===== config.mk =====
export PLATFORM = sky130hd
export DESIGN_NAME = periodic_task_timer_table
export DESIGN_NICKNAME = d
export VERILOG_FILES = /design/src/rtl/ptt_pkg.sv /design/src/rtl/ptt_ram.sv /design/src/rtl/ptt_eval.sv /design/src/rtl/periodic_task_timer_table.sv
export SDC_FILE = /design/constraint.sdc
export NUM_CORES = 2
export LEC_CHECK = 0
export ABC_AREA = 0
export BUFFER_PORTS_ARGS = -buffer_cell sky130_fd_sc_hd__buf_2
export CORE_ASPECT_RATIO = 1.25
export CORE_UTILIZATION = 55
export DETAILED_ROUTE_END_ITERATION = 10
export PLACE_DENSITY = 0.73
export SLEW_MARGIN = 30
export SYNTH_ARGS = -nofsm -noshare
export SYNTH_HDL_FRONTEND = slang
export SYNTH_SLANG_ARGS = --single-unit

===== constraint.sdc =====
create_clock -name i_clk -period 18.67 [get_ports i_clk]
set_clock_uncertainty 0.15 [all_clocks]
set_input_delay 3.734 -clock i_clk [delete_from_list [all_inputs] [get_ports i_clk]]
set_output_delay 3.734 -clock i_clk [all_outputs]
set_load 0.03 [all_outputs]

===== src/rtl/ptt_pkg.sv =====
// Shared types and constants of the periodic task timer table.
package ptt_pkg;

    // Default number of task slots
    localparam int MAX_TASKS_DEF = 16;

    // Fixed field widths
    localparam int TIME_W = 32;
    localparam int SLOT_W = 6;

    // Input command codes
    localparam logic CMD_ADD  = 1'b0;
    localparam logic CMD_TICK = 1'b1;

    // Result kinds
    typedef enum logic [1:0] {
        K_FIRE     = 2'd0,
        K_ADD_OK   = 2'd1,
        K_ADD_FULL = 2'd2,
        K_TICK_END = 2'd3
    } t_kind;

    // Control states
    typedef enum logic [1:0] {
        S_IDLE,
        S_SCAN,
        S_RESP
    } t_state;

    // One task slot as stored in the table memory
    typedef struct packed {
        logic [TIME_W-1:0] next_ref_time;
        logic [TIME_W-1:0] birth_time;
        logic [TIME_W-1:0] interval;
        logic [TIME_W-1:0] pending_offset;
        logic [TIME_W-1:0] calls_done;
        logic [TIME_W-1:0] calls_allowed;
        logic [TIME_W-1:0] life_span;
    } t_entry;

    // Outcome of evaluating one slot during a tick
    typedef struct packed {
        logic              fire;
        logic              done;
        logic [TIME_W-1:0] calls;
        t_entry            entry;
    } t_eval_res;

endpackage


===== src/rtl/ptt_ram.sv =====
// Generic simple dual-port RAM: one write port, one registered read port.
module ptt_ram #(
    parameter int WIDTH = 32,
    parameter int DEPTH = 16,
    parameter int AW    = (DEPTH > 1) ? $clog2(DEPTH) : 1
) (
    input  logic             i_clk,
    input  logic             i_we,
    input  logic [AW-1:0]    i_waddr,
    input  logic [WIDTH-1:0] i_wdata,
    input  logic             i_re,
    input  logic [AW-1:0]    i_raddr,
    output logic [WIDTH-1:0] o_rdata
);

    logic [WIDTH-1:0] r_mem [DEPTH];
    logic [WIDTH-1:0] r_rdata;

    // Write port
    always_ff @(posedge i_clk) begin
        if (i_we) begin
            r_mem[i_waddr] <= i_wdata;
        end
    end

    // Read port, data held while not reading
    always_ff @(posedge i_clk) begin
        if (i_re) begin
            r_rdata <= r_mem[i_raddr];
        end
    end

    assign o_rdata = r_rdata;

endmodule


===== src/rtl/ptt_eval.sv =====
// Due check and update of one task slot against the tick time.
module ptt_eval (
    input  logic                                i_slot_valid,
    input  logic [ptt_pkg::TIME_W-1:0]          i_now,
    input  ptt_pkg::t_entry                     i_entry,
    output ptt_pkg::t_eval_res                  o_res
);
    import ptt_pkg::*;

    logic [TIME_W-1:0] delta;
    logic [TIME_W-1:0] age;
    logic [TIME_W-1:0] calls;
    logic              restart;
    logic              due;

    // Elapsed time since reference, wraps mod 2^32
    assign delta   = i_now - i_entry.next_ref_time;
    assign due     = i_slot_valid && (delta >= i_entry.interval)
                     && (delta >= i_entry.pending_offset);
    assign restart = (i_entry.pending_offset != '0);
    assign calls   = i_entry.calls_done + TIME_W'(1);
    // A restart sets birth to now, so the age is then zero
    assign age     = restart ? '0 : (i_now - i_entry.birth_time);

    // Updated slot contents
    always_comb begin
        o_res.fire                 = due;
        o_res.calls                = calls;
        o_res.done                 = ((i_entry.calls_allowed != '0)
                                      && (calls >= i_entry.calls_allowed))
                                     || ((i_entry.life_span != '0)
                                      && (age >= i_entry.life_span));
        o_res.entry                = i_entry;
        o_res.entry.calls_done     = calls;
        o_res.entry.pending_offset = '0;
        if (restart) begin
            o_res.entry.next_ref_time = i_now;
            o_res.entry.birth_time    = i_now;
        end else begin
            o_res.entry.next_ref_time = i_entry.next_ref_time + i_entry.interval;
        end
    end

endmodule


===== src/rtl/periodic_task_timer_table.sv =====
// Periodic task timer table: top level with control, valid bits and result register.
//
// Task slots live in one memory with a registered read; slot valid bits are flip-flops
// cleared by reset. An add word stores the task in the lowest free slot, if one is free,
// as it is accepted, and its result is presented from the response state. A tick word
// reads the slots one per cycle while no fired result waits on the output, evaluating
// each the cycle after its read and writing it back when it fires. The next word is
// taken once the last result of the current one is in the output register.
module periodic_task_timer_table #(
    parameter int MAX_TASKS = ptt_pkg::MAX_TASKS_DEF
) (
    input  logic                               i_clk,
    input  logic                               i_rst_n,
    input  logic                               i_in_valid,
    output logic                               o_in_ready,
    input  logic                               i_cmd,
    input  logic [ptt_pkg::TIME_W-1:0]         i_now_us,
    input  logic [ptt_pkg::TIME_W-1:0]         i_period_us,
    input  logic [ptt_pkg::TIME_W-1:0]         i_start_offset_us,
    input  logic [ptt_pkg::TIME_W-1:0]         i_call_limit,
    input  logic [ptt_pkg::TIME_W-1:0]         i_life_us,
    output logic                               o_out_valid,
    input  logic                               i_out_ready,
    output logic [1:0]                         o_kind,
    output logic [ptt_pkg::SLOT_W-1:0]         o_task_slot,
    output logic [ptt_pkg::TIME_W-1:0]         o_call_total,
    output logic                               o_retired,
    output logic                               o_last
);
    import ptt_pkg::*;

    localparam int IDX_W = (MAX_TASKS > 1) ? $clog2(MAX_TASKS) : 1;
    localparam int CNT_W = $clog2(MAX_TASKS + 1);
    localparam int ENT_W = $bits(t_entry);

    t_state            r_state, n_state;
    logic [MAX_TASKS-1:0] r_valid;
    logic [CNT_W-1:0]  r_scan;
    logic              r_ev_vld;
    logic [IDX_W-1:0]  r_ev_slot;
    logic [TIME_W-1:0] r_now;
    t_kind             r_resp_kind;
    logic [IDX_W-1:0]  r_resp_slot;
    logic              r_out_vld;
    t_kind             r_out_kind;
    logic [SLOT_W-1:0] r_out_slot;
    logic [TIME_W-1:0] r_out_calls;
    logic              r_out_ret;
    logic              r_out_last;

    logic              in_acc;
    logic              out_free;
    logic              ev_go;
    logic              ld_fire;
    logic              ld_resp;
    logic              issue;
    logic              scan_done;
    logic              add_wr;
    logic              free_found;
    logic [IDX_W-1:0]  free_idx;
    logic              ram_we;
    logic [IDX_W-1:0]  ram_waddr;
    t_entry            ram_wdata;
    t_entry            add_entry;
    logic [ENT_W-1:0]  ram_rdata;
    t_eval_res         ev_res;

    // Handshake helpers
    assign in_acc   = i_in_valid && o_in_ready;
    assign out_free = !r_out_vld || i_out_ready;

    // Lowest free slot
    always_comb begin
        free_found = 1'b0;
        free_idx   = '0;
        for (int i = MAX_TASKS - 1; i >= 0; i--) begin
            if (!r_valid[i]) begin
                free_found = 1'b1;
                free_idx   = IDX_W'(i);
            end
        end
    end

    // Slot evaluation on read data
    ptt_eval u_eval (
        .i_slot_valid (r_valid[r_ev_slot]),
        .i_now        (r_now),
        .i_entry      (t_entry'(ram_rdata)),
        .o_res        (ev_res)
    );

    // Scan pipeline control: a fire waits for a free output register
    assign ev_go     = r_ev_vld && (!ev_res.fire || out_free);
    assign ld_fire   = ev_go && ev_res.fire;
    assign issue     = (r_state == S_SCAN) && (r_scan < CNT_W'(MAX_TASKS))
                       && (!r_ev_vld || ev_go);
    assign scan_done = (r_state == S_SCAN) && (r_scan == CNT_W'(MAX_TASKS)) && !r_ev_vld;

    // Next state
    always_comb begin
        n_state = r_state;
        case (r_state)
            S_IDLE: begin
                if (in_acc) begin
                    n_state = (i_cmd == CMD_ADD) ? S_RESP : S_SCAN;
                end
            end
            S_SCAN: begin
                if (scan_done) begin
                    n_state = S_RESP;
                end
            end
            S_RESP: begin
                if (out_free) begin
                    n_state = S_IDLE;
                end
            end
            default: n_state = S_IDLE;
        endcase
    end

    // State outputs
    always_comb begin
        o_in_ready = 1'b0;
        ld_resp    = 1'b0;
        case (r_state)
            S_IDLE:  o_in_ready = 1'b1;
            S_SCAN:  o_in_ready = 1'b0;
            S_RESP:  ld_resp    = out_free;
            default: o_in_ready = 1'b0;
        endcase
    end

    // Memory write: add in idle, write-back of a fired slot in scan
    assign add_wr = in_acc && (i_cmd == CMD_ADD) && free_found;

    always_comb begin
        add_entry.next_ref_time  = i_now_us;
        add_entry.birth_time     = i_now_us;
        add_entry.interval       = i_period_us;
        add_entry.pending_offset = i_start_offset_us;
        add_entry.calls_done     = '0;
        add_entry.calls_allowed  = i_call_limit;
        add_entry.life_span      = i_life_us;
    end

    assign ram_we    = add_wr || ld_fire;
    assign ram_waddr = add_wr ? free_idx : r_ev_slot;
    assign ram_wdata = add_wr ? add_entry : ev_res.entry;

    // Reads and write-backs in a scan always hit different slots
    ptt_ram #(
        .WIDTH (ENT_W),
        .DEPTH (MAX_TASKS),
        .AW    (IDX_W)
    ) u_ram (
        .i_clk   (i_clk),
        .i_we    (ram_we),
        .i_waddr (ram_waddr),
        .i_wdata (ram_wdata),
        .i_re    (issue),
        .i_raddr (r_scan[IDX_W-1:0]),
        .o_rdata (ram_rdata)
    );

    // Control registers
    always_ff @(posedge i_clk) begin
        if (!i_rst_n) begin
            r_state   <= S_IDLE;
            r_valid   <= '0;
            r_scan    <= '0;
            r_ev_vld  <= 1'b0;
            r_out_vld <= 1'b0;
        end else begin
            r_state <= n_state;
            if (add_wr) begin
                r_valid[free_idx] <= 1'b1;
            end else if (ld_fire && ev_res.done) begin
                r_valid[r_ev_slot] <= 1'b0;
            end
            if (in_acc) begin
                r_scan <= '0;
            end else if (issue) begin
                r_scan <= r_scan + CNT_W'(1);
            end
            if (issue) begin
                r_ev_vld <= 1'b1;
            end else if (ev_go) begin
                r_ev_vld <= 1'b0;
            end
            if (ld_fire || ld_resp) begin
                r_out_vld <= 1'b1;
            end else if (i_out_ready) begin
                r_out_vld <= 1'b0;
            end
        end
    end

    // Payload registers
    always_ff @(posedge i_clk) begin
        if (issue) begin
            r_ev_slot <= r_scan[IDX_W-1:0];
        end
        if (in_acc) begin
            r_now <= i_now_us;
        end
        if (in_acc && (i_cmd == CMD_ADD)) begin
            r_resp_kind <= free_found ? K_ADD_OK : K_ADD_FULL;
            r_resp_slot <= free_found ? free_idx : '0;
        end else if (scan_done) begin
            r_resp_kind <= K_TICK_END;
            r_resp_slot <= '0;
        end
        if (ld_fire) begin
            r_out_kind  <= K_FIRE;
            r_out_slot  <= SLOT_W'(r_ev_slot);
            r_out_calls <= ev_res.calls;
            r_out_ret   <= ev_res.done;
            r_out_last  <= 1'b0;
        end else if (ld_resp) begin
            r_out_kind  <= r_resp_kind;
            r_out_slot  <= SLOT_W'(r_resp_slot);
            r_out_calls <= '0;
            r_out_ret   <= 1'b0;
            r_out_last  <= 1'b1;
        end
    end

    assign o_out_valid  = r_out_vld;
    assign o_kind       = r_out_kind;
    assign o_task_slot  = r_out_slot;
    assign o_call_total = r_out_calls;
    assign o_retired    = r_out_ret;
    assign o_last       = r_out_last;

    // Evaluation only happens inside a scan
    a_ev_in_scan: assert property (@(posedge i_clk) disable iff (!i_rst_n)
        r_ev_vld |-> (r_state == S_SCAN))
        else $error("slot evaluation outside scan");

    // A scan writes memory only for a fired slot
    a_scan_write: assert property (@(posedge i_clk) disable iff (!i_rst_n)
        (ram_we && (r_state == S_SCAN)) |-> (r_ev_vld && ev_res.fire && out_free))
        else $error("unexpected table write during scan");

    // Fire results never close a word
    a_fire_not_last: assert property (@(posedge i_clk) disable iff (!i_rst_n)
        (r_out_vld && (r_out_kind == K_FIRE)) |-> !r_out_last)
        else $error("fire result marked last");

    // A retiring fire frees its slot
    a_retire_frees: assert property (@(posedge i_clk) disable iff (!i_rst_n)
        (ld_fire && ev_res.done) |=> !r_valid[$past(r_ev_slot)])
        else $error("retired slot still valid");

endmodule


==> implementation parameters <==
Parameter                              Value

Power
  Peak ir drop on the vdd network ... 0.0000967 V
  Leakage ... 55.1 nW
  Power per cell area ... 104 mW/mm²
  Net switching share of the total power ... 21.3%
  Power share of the clock group ... 40.5%
  Cell-internal power ... 14.4 mW
  Reported net switching power ... 3.88 mW
  Combinational share of power ... 5.3%
  Power, Total ... 18.3 mW
  Sequential share of power ... 54.2%

Synthesis
  Flops & latches, synth ... 3915
  Part of the Yosys area used for sequential elements ... 75.3%
  Number of library cell types mapped by synthesis ... 80
  Post-Syn Area ... 0.156 mm²
  Most used flip-flop cell after synthesis ... sky130_fd_sc_hd__edfxtp_1
  Synth Area per Inst ... 21.3 µm²
  Synth warn ... 0
  Post-synth EDFFs ... 3887
  Cell count after synthesis ... 7314
  FFs w/ async S/R, synth ... 0%

Floorplan
  Initial Util ... 55.2%
  Floorplan die height ... 597 µm
  Area of the die ... 0.285 mm²
  Ports placed on the boundary ... 209
  Core footprint ... 0.282 mm²
  Site row count ... 218
  Horizontal die dimension ... 478 µm

Routing
  Total iterations of the first detailed-routing run ... 11
  DRC violation total after the first TritonRoute iteration ... 10400
  Number of remaining DRC errors ... 39
  Via count normalized by instance count ... 6.59
  Total via count in the routed design ... 78000
  Residual antenna-violating net count after detailed routing ... 0
  Post-Route WL ... 397 mm
  WL per Instance ... 33.5 µm

CTS
  Number of levels in the clock H-tree ... 5
  Root buf cell ... sky130_fd_sc_hd__clkbuf_16
  Clock latency of the later-clocked register in the worst-skew pair ... 920 ps
  TritonCTS clock tree ... yes
  Number of sinks on the clock net ... 3915
  Cts bufs inserted ... 369
  Post-cts repair resize count ... 0
  CTS Hold Buffers Added ... 0
  Longest Clk Path Bufs ... 4
  Setup Fix Bufs, Post-CTS ... 0
  Worst-path clk slew ... 60 ps

STA
  FMAX ... 102 MHz
  Slew at the pin closest to its max-slew limit ... 1090 ps
  Max transition margin ... 27.5%
  Number of slew-limit violations in the final report ... 0
  Sum of negative setup slack ... 0 ps
  Post-route worst setup slack ... 8850 ps
  Time the final worst path needs with I/O delays and setup ... 9820 ps
  Setup repair after global routing missed its margin ... false
  Number of failing setup endpoints in the final timing report ... 0
  Number of hold violations in the final report ... 0
  Share of the clock period used by the worst path after layout ... 52.6%

Critical path
  Critical Setup Path Class ... reg -> reg
  Setup crit end kind ... flop
  R2R depth ... 29
  Most common cell type on the critical path ... sky130_fd_sc_hd__buf_4
  Start point of the critical path ... r_now[0]
  R2r startpoint ... r_now[0]
  CP Launch Type ... flop
  Worst stage delay on the critical path ... 770 ps
  Register-to-register setup slack ... 8850 ps
  Crit-path slowest cell ... sky130_fd_sc_hd__nor2_4
  Endpoint arrival time on the critical path ... 10200 ps
  Maximum fanout count along the critical path ... 41
  Critical path required time ... 19050 ps
  Reg2reg end ... u_ram.r_mem[3][179]

Global route
  Pin count of the biggest net entering global routing ... 156
  Vias in the first global route ... 79100
  Global-route wire length before repair ... 569 mm
  Total congestion overflow ... 0
  Global routing usage summed across all routing layers ... 27.9%
  Initial antenna violation count ... 34

Final layout
  Synth-to-layout area growth ... 12.2%
  Multi-input logic area ... 0.0367 mm²
  Share of post-route cells with drive strength above 1 ... 27.1%
  Register area ... 0.117 mm²
  Number of nets in the layout ... 8187
  Final-layout fill cell count ... 18800

Status
  Failing checks ... DRC
  Outcome ... complete, but fails checks

Placed design
  Final weighted congestion in routability-driven placement ... 0.947
  DP Worst Slack ... 8880 ps
  HPWL after detailed placement ... 230 mm
  Total of buffers placed on input and output ports ... 206

Min path
  Hold Path End ... r_scan[4]
  Worst hold path depth ... 2
  Class of the worst hold path ... reg -> reg
  Beginning of the worst hold path ... r_scan[4]

Run
  # Max-Cap Violations ... 0
==> critical path: cells and delay by family, from the launching register on <==
family          cells  cell delay (ps)
buf+inv             6             1980
fa+ha+maj           3              930
xor+xnor            1              190
compound gates     11             2850
simple gates        8             2850
flops               1              390
==> cell usage after synthesis (6+ instances only) <==
cell type	number	area, µm²
sky130_fd_sc_hd__o211ai_1	10	75.1
sky130_fd_sc_hd__mux4_2	1124	25300
sky130_fd_sc_hd__nor2b_1	15	93.8
sky130_fd_sc_hd__and2_1	7	43.8
sky130_fd_sc_hd__and3_1	46	288
sky130_fd_sc_hd__xor2_1	50	438
sky130_fd_sc_hd__edfxtp_1	3887	117000
sky130_fd_sc_hd__a21o_1	75	563
sky130_fd_sc_hd__nand2b_1	19	119
sky130_fd_sc_hd__a211oi_1	15	113
sky130_fd_sc_hd__nor4_1	30	188
sky130_fd_sc_hd__a31oi_1	19	119
sky130_fd_sc_hd__nand4_1	39	244
sky130_fd_sc_hd__nand3_1	52	260
sky130_fd_sc_hd__ha_1	224	2800
sky130_fd_sc_hd__xnor2_1	55	482
sky130_fd_sc_hd__nor3_1	31	155
sky130_fd_sc_hd__dfxtp_1	28	561
sky130_fd_sc_hd__or3_1	14	87.6
sky130_fd_sc_hd__o21a_1	25	188
sky130_fd_sc_hd__nand2_1	241	905
sky130_fd_sc_hd__o2111ai_1	6	52.6
sky130_fd_sc_hd__o21bai_1	17	128
sky130_fd_sc_hd__inv_1	259	972
sky130_fd_sc_hd__clkbuf_1	238	893
sky130_fd_sc_hd__buf_1	76	285
sky130_fd_sc_hd__o21ai_0	169	846
sky130_fd_sc_hd__a21oi_1	213	1070
sky130_fd_sc_hd__nor2_1	226	848
==> sequential cells by signal, summed over array words and instances (netlist names), 2 cells and up <==
signal,flops
r_valid,16
r_ev_slot,4
o_kind,2
r_scan,5
r_state,2
r_now,32
u_ram.r_mem,3584
o_call_total,32
r_resp_kind,2
r_resp_slot,4
o_task_slot,4
u_ram.o_rdata,224
==> worst max-delay path by stage <==
stage                                to  slack, ps  depth (start not counted)
floorplan             u_ram.r_mem[1][0]       3260                         25
global placement     u_ram.r_mem[9][44]       8540                         28
CTS                 u_ram.r_mem[3][172]       8770                         28
finish              u_ram.r_mem[3][179]       8850                         29
detailed placement  u_ram.r_mem[3][172]       8880                         28
global route        u_ram.r_mem[3][179]       8450                         29
==> power groups by stage <==
| stage | registers (mW) | logic, mW | clock network [mW] |
|---|---|---|---|
| floorplan | 10.1 | 0.580 | 0 |
| global placement | 10.1 | 0.924 | 0 |
| detailed placement | 10.1 | 0.951 | 0 |
| CTS | 9.89 | 0.957 | 7.49 |
| global route | 9.89 | 1.03 | 7.81 |
| finish | 9.89 | 0.963 | 7.40 |
==> layout by cell type (no fill, tap or decap), types with 29 or more instances in the layout <==
cell,instances
sky130_fd_sc_hd__edfxtp_1,3887
sky130_fd_sc_hd__a21o_1,75
sky130_fd_sc_hd__buf_4,169
sky130_fd_sc_hd__nor3_1,31
sky130_fd_sc_hd__and3_1,46
sky130_fd_sc_hd__buf_2,207
sky130_fd_sc_hd__clkinv_1,77
sky130_fd_sc_hd__o21ai_0,132
sky130_fd_sc_hd__xnor2_1,55
sky130_fd_sc_hd__mux4_2,1124
sky130_fd_sc_hd__a21oi_1,184
sky130_fd_sc_hd__ha_1,224
sky130_fd_sc_hd__bufinv_16,36
sky130_fd_sc_hd__xor2_1,50
sky130_fd_sc_hd__nor4_1,29
sky130_fd_sc_hd__clkbuf_16,378
sky130_fd_sc_hd__nand4_1,39
sky130_fd_sc_hd__nor2_1,202
sky130_fd_sc_hd__nand3_1,52
sky130_fd_sc_hd__inv_1,258
sky130_fd_sc_hd__nand2_1,241
sky130_fd_sc_hd__clkbuf_1,61
sky130_fd_sc_hd__clkinv_2,72
==> per-layer routing <==
| metal | track usage (%) | up-vias | wire (µm) |
|---|---|---|---|
| met5 | 0 | - | 129 |
| met4 | 9.18 | 20 | 14100 |
| met3 | 4.33 | 742 | 34900 |
| met2 | 46.6 | 4528 | 200000 |
| met1 | 37.8 | 41300 | 147000 |
| li1 | - | 31400 | - |
==> cells by family after synthesis <==
logic type	synth area share (%)
flip-flops	75.3
multiplexers	16.3
AND/OR/NAND/NOR	2.22
AO/OA/AOI/OAI	2.38
buffers and inverters	1.42
adder cells (fa/ha/maj)	1.84
XOR/XNOR	0.590
other	0.00241
==> cell type report <==
cell class | count | share of cell area [%]
clock inverters | 224 | 1.21
multi-input cells | 2817 | 21.0
diodes | 8 | 0.0115
clock buffers | 439 | 5.54
repair buffers | 431 | 1.87
flip-flops and latches | 3915 | 67.1
inverters | 261 | 0.561
well taps | 3740 | 2.68
==> per-stage QoR <==
step,hold slack [ps],util [%],cell area (µm²),std cells
global placement,315,57.6,162000,11200
floorplan,256,-,156000,7315
global route,376,62.0,175000,11800
CTS,344,61.9,174000,11800
finish,346,62.0,175000,11800
detailed placement,329,57.7,163000,11200
No activity file was read; power rests on OpenSTA's default activity.
